==> config.mk <==
export PLATFORM = sky130hd
export DESIGN_NAME = im2col_nhwc_address_generator
export DESIGN_NICKNAME = d
export VERILOG_FILES = /design/src/rtl/core/im2col_pkg.sv /design/src/rtl/core/im2col_nhwc_address_generator.sv /design/src/rtl/core/im2col_seq.sv /design/src/rtl/core/im2col_geom.sv /design/src/rtl/core/im2col_offs.sv
export SDC_FILE = /design/constraint.sdc
export NUM_CORES = 2
export LEC_CHECK = 0
export ABC_CLOCK_PERIOD_IN_PS = 8450
export BUFFER_PORTS_ARGS = -buffer_cell sky130_fd_sc_hd__buf_2
export CORE_MARGIN = 4
export CORE_UTILIZATION = 40
export CTS_CLUSTER_SIZE = 10
export DETAILED_ROUTE_END_ITERATION = 16
export GPL_ROUTABILITY_DRIVEN = 0
export SYNTH_ARGS = -nofsm -noshare
export SYNTH_HDL_FRONTEND = slang
export SYNTH_SLANG_ARGS = --single-unit
==> constraint.sdc <==
create_clock -name clock -period 8.45 [get_ports clock]
set_input_delay 1.2675 -clock clock [delete_from_list [all_inputs] [get_ports clock]]
set_output_delay 1.2675 -clock clock [all_outputs]
set_load 0.05 [all_outputs]
==> src/rtl/core/im2col_pkg.sv <==
// ----------------------------------------------------------------------------
// im2col_pkg: shared types and constants of the NHWC im2col address generator
// Register layout, register indexes and the request and descriptor beats.
// ----------------------------------------------------------------------------
package im2col_pkg;

   // Signed width of an input coordinate before the bounds check.
   localparam int IH_W       = 18;
   localparam int SRC_W      = 44;
   localparam int COL_W      = 18;
   localparam int CSR_IDX_W  = 4;
   localparam int CSR_DATA_W = 13;

   typedef enum logic [CSR_IDX_W-1:0] {
      CSR_IN_HEIGHT         = 4'd0,
      CSR_IN_WIDTH          = 4'd1,
      CSR_IN_CHANNELS       = 4'd2,
      CSR_KERNEL_HEIGHT     = 4'd3,
      CSR_KERNEL_WIDTH      = 4'd4,
      CSR_STRIDE_VERTICAL   = 4'd5,
      CSR_STRIDE_HORIZONTAL = 4'd6,
      CSR_PADDING           = 4'd7
   } csr_index_type;

   typedef struct packed {
      logic [12:0] in_height;
      logic [12:0] in_width;
      logic [12:0] in_channels;
      logic [3:0]  kernel_height;
      logic [3:0]  kernel_width;
      logic [3:0]  stride_vertical;
      logic [3:0]  stride_horizontal;
      logic [7:0]  padding;
   } cfg_type;

   localparam cfg_type CFG_RESET = '{
      in_height:         13'd1,
      in_width:          13'd1,
      in_channels:       13'd1,
      kernel_height:     4'd1,
      kernel_width:      4'd1,
      stride_vertical:   4'd1,
      stride_horizontal: 4'd1,
      padding:           8'd0
   };

   typedef struct packed {
      logic [7:0]  batch_index;
      logic [11:0] out_row;
      logic [11:0] out_col;
   } req_type;

   typedef struct packed {
      logic [SRC_W-1:0] src_offset;
      logic             zero_fill;
      logic [COL_W-1:0] col_offset;
      logic             last;
   } rsp_type;

endpackage

==> src/rtl/core/im2col_nhwc_address_generator.sv <==
// ----------------------------------------------------------------------------
// im2col_nhwc_address_generator: NHWC im2col copy-descriptor generator
// Path: an accepted beat passes the sequencer register and stages A to E.
// Throughput: one descriptor per cycle while rsp_stall is low.
// Reset (synchronous, active high) empties the pipe, restores the registers.
// ----------------------------------------------------------------------------
module im2col_nhwc_address_generator
   import im2col_pkg::*;
#(
   parameter int MAX_KERNEL = 8,
   parameter int MAX_DIM    = 4096
)
(
   input  logic                  clock,
   input  logic                  reset,
   input  logic                  req_valid,
   output logic                  req_stall,
   input  req_type               req_data,
   output logic                  rsp_valid,
   input  logic                  rsp_stall,
   output rsp_type               rsp_data,
   input  logic                  csr_valid,
   output logic                  csr_ready,
   input  logic [CSR_IDX_W-1:0]  csr_index,
   input  logic [CSR_DATA_W-1:0] csr_data
);

   // The rate is set by the position sequencer, which hands one kernel
   // position per cycle to the pipe while pos_ready is high. It takes the next
   // request beat in the same cycle that its last position leaves, so pixels
   // follow without gaps. A kernel with zero rows or columns consumes its beat.
   //
   // Pipe: sequencer register, A (coordinates), B (bounds, row index and
   // column offset), C (pixel index), D (split product with the channel
   // count), E (sum and descriptor register). Each stage loads when it is
   // empty or when the stage after it moves, so bubbles close up and a
   // stalled descriptor never blocks the stages behind it from filling.

   localparam int KN_W = $clog2(MAX_KERNEL + 1);
   localparam int KC_W = (MAX_KERNEL > 1) ? $clog2(MAX_KERNEL) : 1;
   localparam int DW   = $clog2(MAX_DIM + 1);
   localparam int RW   = 8 + DW;

   cfg_type          cfg_ff, cfg_in;
   logic [KN_W-1:0]  kh_lim, kw_lim;
   logic [DW-1:0]    h_sat, w_sat, c_sat;

   logic             pos_valid, pos_ready, pos_last;
   req_type          pos_item;
   logic [KC_W-1:0]  pos_kh, pos_kw;

   logic             geo_valid, geo_ready, geo_ok, geo_last;
   logic [RW-1:0]    geo_row_index;
   logic [DW-1:0]    geo_iw;
   logic [COL_W-1:0] geo_col_offset;

   // Configuration writes are always taken; an index past the list is dropped.
   assign csr_ready = 1'b1;

   always_comb begin
      cfg_in = cfg_ff;
      if (csr_valid && csr_ready) begin
         case (csr_index)
            CSR_IN_HEIGHT: begin
               cfg_in.in_height = csr_data;
            end
            CSR_IN_WIDTH: begin
               cfg_in.in_width = csr_data;
            end
            CSR_IN_CHANNELS: begin
               cfg_in.in_channels = csr_data;
            end
            CSR_KERNEL_HEIGHT: begin
               cfg_in.kernel_height = csr_data[3:0];
            end
            CSR_KERNEL_WIDTH: begin
               cfg_in.kernel_width = csr_data[3:0];
            end
            CSR_STRIDE_VERTICAL: begin
               cfg_in.stride_vertical = csr_data[3:0];
            end
            CSR_STRIDE_HORIZONTAL: begin
               cfg_in.stride_horizontal = csr_data[3:0];
            end
            CSR_PADDING: begin
               cfg_in.padding = csr_data[7:0];
            end
            default: begin
            end
         endcase
      end
   end

   always_ff @(posedge clock) begin
      if (reset) begin
         cfg_ff <= CFG_RESET;
      end else begin
         cfg_ff <= cfg_in;
      end
   end

   // Kernel sizes clamp at MAX_KERNEL and map sizes at MAX_DIM. A zero size is kept:
   // a zero map height or width turns every position into padding, a zero kernel size gives none.
   always_comb begin
      kh_lim = (cfg_ff.kernel_height > MAX_KERNEL) ? KN_W'(MAX_KERNEL)
                                                   : KN_W'(cfg_ff.kernel_height);
      kw_lim = (cfg_ff.kernel_width > MAX_KERNEL) ? KN_W'(MAX_KERNEL)
                                                  : KN_W'(cfg_ff.kernel_width);
      h_sat  = (cfg_ff.in_height > MAX_DIM) ? DW'(MAX_DIM) : DW'(cfg_ff.in_height);
      w_sat  = (cfg_ff.in_width > MAX_DIM) ? DW'(MAX_DIM) : DW'(cfg_ff.in_width);
      c_sat  = (cfg_ff.in_channels > MAX_DIM) ? DW'(MAX_DIM) : DW'(cfg_ff.in_channels);
   end

   im2col_seq #(
      .MAX_KERNEL (MAX_KERNEL)
   ) u_seq (
      .clock     (clock),
      .reset     (reset),
      .kh_lim    (kh_lim),
      .kw_lim    (kw_lim),
      .req_valid (req_valid),
      .req_stall (req_stall),
      .req_data  (req_data),
      .pos_valid (pos_valid),
      .pos_ready (pos_ready),
      .pos_item  (pos_item),
      .pos_kh    (pos_kh),
      .pos_kw    (pos_kw),
      .pos_last  (pos_last)
   );

   im2col_geom #(
      .MAX_KERNEL (MAX_KERNEL),
      .MAX_DIM    (MAX_DIM)
   ) u_geom (
      .clock          (clock),
      .reset          (reset),
      .cfg            (cfg_ff),
      .kw_lim         (kw_lim),
      .h_sat          (h_sat),
      .w_sat          (w_sat),
      .c_sat          (c_sat),
      .pos_valid      (pos_valid),
      .pos_ready      (pos_ready),
      .pos_item       (pos_item),
      .pos_kh         (pos_kh),
      .pos_kw         (pos_kw),
      .pos_last       (pos_last),
      .geo_valid      (geo_valid),
      .geo_ready      (geo_ready),
      .geo_ok         (geo_ok),
      .geo_row_index  (geo_row_index),
      .geo_iw         (geo_iw),
      .geo_col_offset (geo_col_offset),
      .geo_last       (geo_last)
   );

   // The descriptor beat leaves straight from the stage E register.
   im2col_offs #(
      .MAX_DIM (MAX_DIM)
   ) u_offs (
      .clock          (clock),
      .reset          (reset),
      .w_sat          (w_sat),
      .c_sat          (c_sat),
      .geo_valid      (geo_valid),
      .geo_ready      (geo_ready),
      .geo_ok         (geo_ok),
      .geo_row_index  (geo_row_index),
      .geo_iw         (geo_iw),
      .geo_col_offset (geo_col_offset),
      .geo_last       (geo_last),
      .rsp_valid      (rsp_valid),
      .rsp_stall      (rsp_stall),
      .rsp_data       (rsp_data)
   );

endmodule

==> src/rtl/core/im2col_seq.sv <==
// ----------------------------------------------------------------------------
// im2col_seq: kernel position sequencer
// Holds one request beat and walks its kernel positions, one per cycle while pos_ready is high.
// ----------------------------------------------------------------------------
module im2col_seq
   import im2col_pkg::*;
#(
   parameter int  MAX_KERNEL = 8,
   localparam int KN_W = $clog2(MAX_KERNEL + 1),
   localparam int KC_W = (MAX_KERNEL > 1) ? $clog2(MAX_KERNEL) : 1
)
(
   input  logic            clock,
   input  logic            reset,
   input  logic [KN_W-1:0] kh_lim,
   input  logic [KN_W-1:0] kw_lim,
   input  logic            req_valid,
   output logic            req_stall,
   input  req_type         req_data,
   output logic            pos_valid,
   input  logic            pos_ready,
   output req_type         pos_item,
   output logic [KC_W-1:0] pos_kh,
   output logic [KC_W-1:0] pos_kw,
   output logic            pos_last
);

   logic            busy_ff, busy_in;
   req_type         item_ff, item_in;
   logic [KC_W-1:0] kh_ff, kh_in;
   logic [KC_W-1:0] kw_ff, kw_in;
   logic            kh_end, kw_end, take;

   assign kh_end    = (KN_W'(kh_ff) + KN_W'(1)) == kh_lim;
   assign kw_end    = (KN_W'(kw_ff) + KN_W'(1)) == kw_lim;
   assign req_stall = busy_ff && !(kh_end && kw_end && pos_ready);
   assign take      = req_valid && !req_stall;

   assign pos_valid = busy_ff;
   assign pos_item  = item_ff;
   assign pos_kh    = kh_ff;
   assign pos_kw    = kw_ff;
   assign pos_last  = kh_end && kw_end;

   always_comb begin
      busy_in = busy_ff;
      item_in = item_ff;
      kh_in   = kh_ff;
      kw_in   = kw_ff;
      if (busy_ff && pos_ready) begin
         if (kw_end) begin
            kw_in = '0;
            kh_in = KC_W'(kh_ff + 1'b1);
            if (kh_end) begin
               busy_in = 1'b0;
            end
         end else begin
            kw_in = KC_W'(kw_ff + 1'b1);
         end
      end
      // A kernel with zero rows or columns swallows the beat without output.
      if (take) begin
         item_in = req_data;
         kh_in   = '0;
         kw_in   = '0;
         busy_in = (kh_lim != '0) && (kw_lim != '0);
      end
   end

   always_ff @(posedge clock) begin
      if (reset) begin
         busy_ff <= 1'b0;
      end else begin
         busy_ff <= busy_in;
      end
      item_ff <= item_in;
      kh_ff   <= kh_in;
      kw_ff   <= kw_in;
   end

endmodule

==> src/rtl/core/im2col_geom.sv <==
// ----------------------------------------------------------------------------
// im2col_geom: input coordinate and bounds stages
// Stage A forms the input row and column; stage B checks the bounds and
// forms the image row index and the patch column offset.
// ----------------------------------------------------------------------------
module im2col_geom
   import im2col_pkg::*;
#(
   parameter int  MAX_KERNEL = 8,
   parameter int  MAX_DIM    = 4096,
   localparam int KN_W  = $clog2(MAX_KERNEL + 1),
   localparam int KC_W  = (MAX_KERNEL > 1) ? $clog2(MAX_KERNEL) : 1,
   localparam int DW    = $clog2(MAX_DIM + 1),
   localparam int RW    = 8 + DW
)
(
   input  logic            clock,
   input  logic            reset,
   input  cfg_type         cfg,
   input  logic [KN_W-1:0] kw_lim,
   input  logic [DW-1:0]   h_sat,
   input  logic [DW-1:0]   w_sat,
   input  logic [DW-1:0]   c_sat,
   input  logic            pos_valid,
   output logic            pos_ready,
   input  req_type         pos_item,
   input  logic [KC_W-1:0] pos_kh,
   input  logic [KC_W-1:0] pos_kw,
   input  logic            pos_last,
   output logic            geo_valid,
   input  logic            geo_ready,
   output logic            geo_ok,
   output logic [RW-1:0]   geo_row_index,
   output logic [DW-1:0]   geo_iw,
   output logic [COL_W-1:0] geo_col_offset,
   output logic            geo_last
);

   localparam int IDX_W = (MAX_KERNEL > 1) ? $clog2(MAX_KERNEL * MAX_KERNEL) : 1;

   logic                    en_a, en_b;
   logic                    a_valid_ff;
   logic [7:0]              a_batch_ff, a_batch_in;
   logic signed [IH_W-1:0]  a_ih_ff, a_ih_in;
   logic signed [IH_W-1:0]  a_iw_ff, a_iw_in;
   logic [IDX_W-1:0]        a_idx_ff, a_idx_in;
   logic                    a_last_ff;

   logic                    b_valid_ff;
   logic                    b_ok_ff, b_ok_in;
   logic [RW-1:0]           b_row_ff, b_row_in;
   logic [DW-1:0]           b_iw_ff;
   logic [COL_W-1:0]        b_col_ff, b_col_in;
   logic                    b_last_ff;
   logic                    row_ok, col_ok;

   assign en_b      = !b_valid_ff || geo_ready;
   assign en_a      = !a_valid_ff || en_b;
   assign pos_ready = en_a;

   // Stage A: window origin plus kernel position, padding removed, and the kernel index.
   always_comb begin
      a_batch_in = pos_item.batch_index;
      a_ih_in    = IH_W'(pos_item.out_row * cfg.stride_vertical)
                   - IH_W'(cfg.padding[7:4]) + IH_W'(pos_kh);
      a_iw_in    = IH_W'(pos_item.out_col * cfg.stride_horizontal)
                   - IH_W'(cfg.padding[3:0]) + IH_W'(pos_kw);
      a_idx_in   = IDX_W'(pos_kh * kw_lim) + IDX_W'(pos_kw);
   end

   // Stage B: bounds check; coordinates are only used when inside the map.
   assign row_ok = !a_ih_ff[IH_W-1] && (a_ih_ff < $signed(IH_W'(h_sat)));
   assign col_ok = !a_iw_ff[IH_W-1] && (a_iw_ff < $signed(IH_W'(w_sat)));

   always_comb begin
      b_ok_in  = row_ok && col_ok;
      b_row_in = RW'(a_batch_ff * h_sat) + RW'(a_ih_ff[DW-1:0]);
      b_col_in = COL_W'(a_idx_ff * c_sat);
   end

   always_ff @(posedge clock) begin
      if (reset) begin
         a_valid_ff <= 1'b0;
         b_valid_ff <= 1'b0;
      end else begin
         if (en_a) begin
            a_valid_ff <= pos_valid;
         end
         if (en_b) begin
            b_valid_ff <= a_valid_ff;
         end
      end
      if (en_a) begin
         a_batch_ff <= a_batch_in;
         a_ih_ff    <= a_ih_in;
         a_iw_ff    <= a_iw_in;
         a_idx_ff   <= a_idx_in;
         a_last_ff  <= pos_last;
      end
      if (en_b) begin
         b_ok_ff   <= b_ok_in;
         b_row_ff  <= b_row_in;
         b_iw_ff   <= a_iw_ff[DW-1:0];
         b_col_ff  <= b_col_in;
         b_last_ff <= a_last_ff;
      end
   end

   assign geo_valid      = b_valid_ff;
   assign geo_ok         = b_ok_ff;
   assign geo_row_index  = b_row_ff;
   assign geo_iw         = b_iw_ff;
   assign geo_col_offset = b_col_ff;
   assign geo_last       = b_last_ff;

endmodule

==> src/rtl/core/im2col_offs.sv <==
// ----------------------------------------------------------------------------
// im2col_offs: source offset stages
// Stage C forms the pixel index, stage D the two partial products with the
// channel count, stage E sums them into the registered descriptor beat.
// ----------------------------------------------------------------------------
module im2col_offs
   import im2col_pkg::*;
#(
   parameter int  MAX_DIM = 4096,
   localparam int DW = $clog2(MAX_DIM + 1),
   localparam int RW = 8 + DW
)
(
   input  logic             clock,
   input  logic             reset,
   input  logic [DW-1:0]    w_sat,
   input  logic [DW-1:0]    c_sat,
   input  logic             geo_valid,
   output logic             geo_ready,
   input  logic             geo_ok,
   input  logic [RW-1:0]    geo_row_index,
   input  logic [DW-1:0]    geo_iw,
   input  logic [COL_W-1:0] geo_col_offset,
   input  logic             geo_last,
   output logic             rsp_valid,
   input  logic             rsp_stall,
   output rsp_type          rsp_data
);

   localparam int TW    = 8 + 2 * DW;
   localparam int LO_W  = TW / 2;
   localparam int HI_W  = TW - LO_W;
   localparam int PL_W  = LO_W + DW;
   localparam int PH_W  = HI_W + DW;
   localparam int SUM_W = (TW + DW > SRC_W) ? TW + DW : SRC_W;

   logic             en_c, en_d, en_e;
   logic             c_valid_ff, c_ok_ff, c_last_ff;
   logic [TW-1:0]    c_t_ff, c_t_in;
   logic [COL_W-1:0] c_col_ff;
   logic             d_valid_ff, d_ok_ff, d_last_ff;
   logic [PL_W-1:0]  d_plo_ff, d_plo_in;
   logic [PH_W-1:0]  d_phi_ff, d_phi_in;
   logic [COL_W-1:0] d_col_ff;
   logic             e_valid_ff;
   rsp_type          e_data_ff, e_data_in;
   logic [SUM_W-1:0] sum;

   assign en_e      = !e_valid_ff || !rsp_stall;
   assign en_d      = !d_valid_ff || en_e;
   assign en_c      = !c_valid_ff || en_d;
   assign geo_ready = en_c;

   assign c_t_in   = TW'(geo_row_index * w_sat) + TW'(geo_iw);
   assign d_plo_in = PL_W'(c_t_ff[LO_W-1:0] * c_sat);
   assign d_phi_in = PH_W'(c_t_ff[TW-1:LO_W] * c_sat);
   assign sum      = SUM_W'(d_plo_ff) + (SUM_W'(d_phi_ff) << LO_W);

   always_comb begin
      e_data_in.src_offset = d_ok_ff ? sum[SRC_W-1:0] : '0;
      e_data_in.zero_fill  = !d_ok_ff;
      e_data_in.col_offset = d_col_ff;
      e_data_in.last       = d_last_ff;
   end

   always_ff @(posedge clock) begin
      if (reset) begin
         c_valid_ff <= 1'b0;
         d_valid_ff <= 1'b0;
         e_valid_ff <= 1'b0;
      end else begin
         if (en_c) begin
            c_valid_ff <= geo_valid;
         end
         if (en_d) begin
            d_valid_ff <= c_valid_ff;
         end
         if (en_e) begin
            e_valid_ff <= d_valid_ff;
         end
      end
      if (en_c) begin
         c_ok_ff   <= geo_ok;
         c_t_ff    <= c_t_in;
         c_col_ff  <= geo_col_offset;
         c_last_ff <= geo_last;
      end
      if (en_d) begin
         d_ok_ff   <= c_ok_ff;
         d_plo_ff  <= d_plo_in;
         d_phi_ff  <= d_phi_in;
         d_col_ff  <= c_col_ff;
         d_last_ff <= c_last_ff;
      end
      if (en_e) begin
         e_data_ff <= e_data_in;
      end
   end

   assign rsp_valid = e_valid_ff;
   assign rsp_data  = e_data_ff;

endmodule
======== After elaboration in Yosys (flattened, before gate mapping) ========
Cells that the tools add are included.
word-level totals
  memories kept ........................... 0
  bits of input ports ..................... 54
  RAM bits ................................ 0
  bits in registers ....................... 407
  logic and storage cells ................. 129
  memory bits (read-only) ................. 0
  output and inout port bits .............. 67
  bits in latches ......................... 0
cells by class
  add/sub/neg operators ................... 12
  divide/modulo/power cells ............... 0
  bitwise gates (word level) .............. 0
  equality and inequality tests ........... 9
  reductions and logical operators ........ 41
  order comparisons ....................... 7
  multiply operators ...................... 8
  muxes and demuxes ....................... 10
  shift operators ......................... 0
operator list
  cell                                                 count
  adder 30 x 44 -> 44 bit                              1
  > comparator 13 bit, second input constant           3
  two-way mux 13 bit                                   3
  adder 18 x 3 -> 18 bit                               2
  < comparator 18 x 14 -> 1 bit                        2
  adder 34 x 13 -> 34 bit                              1
  multiplier 21 x 13 -> 34 bit                         1
  subtractor 16 x 4 -> 17 bit                          2
  multiplier 12 x 4 -> 16 bit                          2
  multiplier 17 x 13 -> 30 bit                         1
  multiplier 17 x 13 -> 27 bit                         1
  adder 21 x 13 -> 21 bit                              1
  multiplier 8 x 13 -> 21 bit                          1
  multiplier 6 x 13 -> 18 bit                          1
  AND reduction 2 bit                                  9
  equality test 4 x 3 -> 1 bit, second input constant  4
  logical NOT 1 bit                                    11
  logical AND 1 bit                                    9
  adder 3 x 1 -> 4 bit, second input constant          2
  equality test 4 x 2 -> 1 bit, second input constant  2
  equality test 4 bit                                  2
  > comparator 4 bit, second input constant            2
  two-way mux 4 bit                                    2
  nonzero test 4 bit                                   2
  other kinds (10)                                     20

======== Depth between registers and ports, before layout ========
  depth after elaboration ................. 13
  depth in mapped cells ................... 24

======== Cells and area by module ========
Synthesis repeated with hierarchy kept, for this count alone.
second synthesis, totals
  cells, all modules ...................... 4,940
  area, all modules ....................... 48,749.3 um^2
modules (own cells, without submodules)
  module                         cells an instance  instances  area each (um^2)  seq. area each (um^2)
  im2col_offs                    3,022              1          29,908.7          5,915.7
  im2col_geom                    1,533              1          14,488.9          3,193.1
  im2col_nhwc_address_generator  286                1          2,847.7           1,261.2
  im2col_seq                     99                 1          1,503.9           1,101.1

======== Worst setup path before layout ========
No wires, ideal clock.
  path kind ............................... reg-to-reg
  start point ............................. register cfg_ff[49] (netlist bit)
  end point ............................... register u_offs.c_t_ff[33], data pin
  period minus slack after synthesis ...... 6,344 ps
  stages on the path, launching flop included .. 22
  setup time .............................. 269 ps
  buffers on the path ..................... 2
  data required time ...................... 8,181 ps
  path slack .............................. 2,106 ps
  arrival time ............................ 6,075 ps
  path through ............................ dfxtp_1 > clkbuf_1 > nor2b_1 > clkbuf_1 > nand2_1 > fa_1 > fa_1 > inv_1 > fa_1 > fa_1 > fa_1 > inv_1 > fa_1 > inv_1 > ha_1 > and3_1 > a31oi_1 > nand3_1 > a2111oi_2 > o21ai_0 > a2111oi_0 > nor3_1
between the ends
  word-level cells in the longest chain between the ends .. 4
RTL lines
  item                            RTL line                              RTL
  start, declared                 im2col_nhwc_address_generator.sv:44   cfg_type cfg_ff, cfg_in;
  start signal, assigned          im2col_nhwc_address_generator.sv:98   cfg_ff <= cfg_in;
  > comparator 13 bit             im2col_nhwc_address_generator.sv:110  w_sat = (cfg_ff.in_width > MAX_DIM) ? DW'(MAX_DIM) : DW'(cfg_ff.in_width);
  two-way mux 13 bit *            im2col_nhwc_address_generator.sv:110
  multiplier 21 x 13 -> 34 bit *  im2col_offs.sv:54                     assign c_t_in = TW'(geo_row_index * w_sat) + TW'(geo_iw);
  adder 34 x 13 -> 34 bit *       im2col_offs.sv:54
  net u_offs.c_t_in[33]           im2col_offs.sv:39                     logic [TW-1:0] c_t_ff, c_t_in;
  end signal, assigned            im2col_offs.sv:84                     c_t_ff <= c_t_in;
  end, declared                   im2col_offs.sv:39
Mark *: on every way through the listed nets, which the timed path passes. The rest lies on a longest branch.
A chain may end at the register's enable or synchronous reset.

======== Worst setup path after layout ========
Ends and elaborated chain as after synthesis.

==> impl_metrics.yaml <==
power_and_ir_drop:
  p_per_area_mw_per_mm2: 152.8
  leakagePower_nw: 25.09
  total_power_w: 0.007929
  ir_drop_uv: 215.0
synth:
  synth_flop_cell: "edfxtp_1"
  ys_warn_count: 0
  syn_avg_cell_area_um2: 9.772
  synthTopCellsByArea: "fa_1 30%, edfxtp_1 21%, ha_1 11%"
  synth_cell_types: 75
  ys_ff_latch: 407
  synth_largest_area_cell: "fa_1"
  synth-edff-count: 332
  yosysMostFrequentCell: "inv_1"
  syn_area_mm2: 0.04811
  synth_cells: 4923
  synthArstFlopShare_pct: 0
  synth_commonest_cells: "923 x inv_1, 722 x fa_1, 722 x nand2_1"
  syn_nets: 6131
  yosysSeqAreaShare_pct: 23.84
  synth.top_cell.area_share_pct: 30.04
timing:
  max_slew_margin_pct: 14.61
  drv_slew: 0
  setup_violations: 0
  final_hold_viol_count: 0
  finalClockSkew_ps: 29.35
  grt_setup_unrepaired: "false"
  worst-slew-pin-transition_ps: 1275
  period_needed_ps: 7112
  period_share_pct: 84.16
  fin_setup_tns_ps: 0
  max_freq_mhz: 140.6
cts:
  cts_setup_buffers: 0
  ctsResizeCount: 0
  clk_pin_slew_ps: 60
  cts_tree: "yes"
  cts_htree_levels: 2
  numCtsBuffers: 52
  clock_path_buffers: 3
  cts_sinks: 407
  root_buffer: "clkbuf_16"
  ctsHoldBuffers: 0
  clock_latency_ps: 640
worst_setup_path:
  path_class: "reg2reg"
  worst-path-buf-inv: 6
  cp_max_fo: 27
  crit_chain: "buf_4, nor2b_1, buf_4, and2_1, fa_1, inv_1, fa_1, inv_1, fa_1, fa_1, fa_1, inv_1, fa_1, inv_1, ha_1, a21oi_1, nor2b_1, o21ai_0, nand3_1, a2111oi_2, o21ai_0, a2111oi_0, nor3_1"
  cp.required_ps: 8810
  cp.arrival_ps: 7470
  startpoint_type: "register"
  path_common_cell: "fa_1"
  critPathMaxStageDelay_ps: 600
  crit_family: "adder cells"
  cp-end-kind: "register"
  regToRegSetupSlack_ps: 1340
  crit_slowest_cell: "a2111oi_2"
status:
  outcome: "completed"
job:
  cap_violations: 0
die:
  coreArea_mm2: 0.1187
  die_w_um: 354.8
  die_y_um: 354.8
  rows: 126
  start_util_pct: 40.53
  ios: 121
  dieArea_mm2: 0.1259
placed_design:
  placed_cells: 6478
  dpl.hpwl_mm: 81.21
  portBuffers: 119
finish:
  fin_nets: 6140
  drive_above_1_share_pct: 5.409
  area_growth_pct: 7.878
  stdcell_count: 6575
route:
  wl_per_cell_um: 15.45
  routed_wl_mm: 101.6
  antenna_left: 0
  vias: 32340
  drt-pass1-iter-count: 7
  avgViaCountPerCell: 4.918
  drt_iter0_drc: 1582
  post-route-drc-count: 0
hold_path:
  hold_path_class: "reg2reg"
global_route:
  grt_usage_pct: 16.81
  grt_pass1_vias: 34440
  antenna_found_initial: 3
  grt_max_degree: 70
  grt_pass1_wl_mm: 175.8
  overflow: 0
[path summary, 6_finish.rpt]
check,startpoint,end,depth (start not counted)
worst max-delay path,cfg_ff[49],u_offs.c_t_ff[33],23
worst min-delay path,u_seq.pos_item[25],u_geom.a_batch_ff[1],0
worst max register to register,cfg_ff[49],u_offs.c_t_ff[33],23
worst min register to register,u_seq.pos_item[25],u_geom.a_batch_ff[1],0
[final cells by class]
type                            instances  area [um2]
Fill cell                           11460       66810
Antenna cell                            2       5.005
Multi-Input combinational cell       3390       32460
Inverter                              923        3466
Sequential cell                       407       11470
Clock inverter                         13       102.6
Clock buffer                           82        1508
Timing Repair Buffer                  158       888.4
Tap cell                             1600        2002
[registers in the layout, indices dropped and copies added, names as in the netlist, 3 cells and up]
signal and cells:
u_geom.geo_iw 13, cfg_ff 63, u_geom.a_ih_ff 18, u_offs.rsp_data 64, u_geom.a_idx_ff 6, u_geom.geo_col_offset 18, u_offs.d_col_ff 18, u_geom.a_batch_ff 8
u_offs.d_phi_ff 27, u_geom.geo_row_index 21, u_offs.d_plo_ff 30, u_geom.a_iw_ff 18, u_seq.pos_kw 3, u_seq.pos_kh 3, u_offs.c_t_ff 34, u_offs.c_col_ff 18
u_seq.pos_item 32
[stage by stage]
| stage | instance area [um2] | utilization (%) | worst slack [ps] | hold slack (ps) |
|---|---|---|---|---|
| 6_report | 51900 | 43.72 | 1338 | 402.4 |
| 5_1_grt | 51900 | 43.72 | 873.3 | 417.5 |
| 4_1_cts | 51890 | 43.72 | 1340 | 403.3 |
| 3_5_place_dp | 50280 | 42.36 | 1337 | 405.2 |
| 3_3_place_gp | 50280 | 42.36 | 1468 | 403.6 |
| 2_1_floorplan | 48110 | - | 2106 | 400.3 |
[report_power, final]
part	internal, W	total (W)	leakage (nW)	switching, W
Clock	0.00122	0.00208	0.778	0.000855
Combinational	0.00117	0.00269	19.9	0.00151
Sequential	0.00264	0.00316	4.42	0.000527
[cells by family (layout without fill, tap and decap cells)]
logic type / after synthesis / after routing / synth area share [%]
adders and majority gates: 1154 / 1154 / 41.28
and+or+nand+nor: 1570 / 1570 / 15.83
DFF: 407 / 407 / 23.84
other: 1 / 3 / 0.007795
AOI/OAI and AO/OA: 455 / 455 / 6.302
muxes: 48 / 48 / 0.9987
buffers and inverters: 1126 / 1176 / 8.793
xor gates and xnor gates: 162 / 162 / 2.949
[cells in the final DEF, fill, tap and decap left out, types with 12 or more instances in the layout]
master and count:
inv_1 922, fa_1 722, nand2_1 720, ha_1 432, and2_1 408, edfxtp_1 332
nor2_1 149, a21oi_1 126, buf_2 119, xnor2_1 114, o21ai_0 77, dfxtp_1 74
a21o_1 57, clkbuf_16 55, nor3_1 51, nor2b_1 48, xor2_1 48, mux2i_1 48
nand3_1 40, buf_4 39, nand2b_1 24, o21a_1 24, clkbuf_1 24, and3_1 21
a211oi_1 21, o31ai_1 21, or3_1 21, o21bai_1 17, a31oi_1 15, nor4_1 13
nor2b_2 12
[routing by layer]
metal / global-route usage [%] / routed length [um] / vias to the layer above
met5: 0 / 0 / -
met4: 3.806 / 1948 / 0
met3: 2.332 / 4634 / 122
met2: 28.38 / 47680 / 593
met1: 23.06 / 47320 / 16120
li1: - / - / 15500
[worst register-to-register path, cell delays in order, from the launching register on]
cell,delay [ps]
dfxtp_1,510
buf_4,350
nor2b_1,90
buf_4,210
and2_1,200
fa_1,540
inv_1,50
fa_1,470
inv_1,50
fa_1,490
fa_1,430
fa_1,500
inv_1,50
fa_1,470
inv_1,40
ha_1,340
a21oi_1,160
nor2b_1,50
o21ai_0,170
nand3_1,270
a2111oi_2,600
o21ai_0,280
a2111oi_0,440
nor3_1,90
No activity file was read; power rests on OpenSTA's default activity.
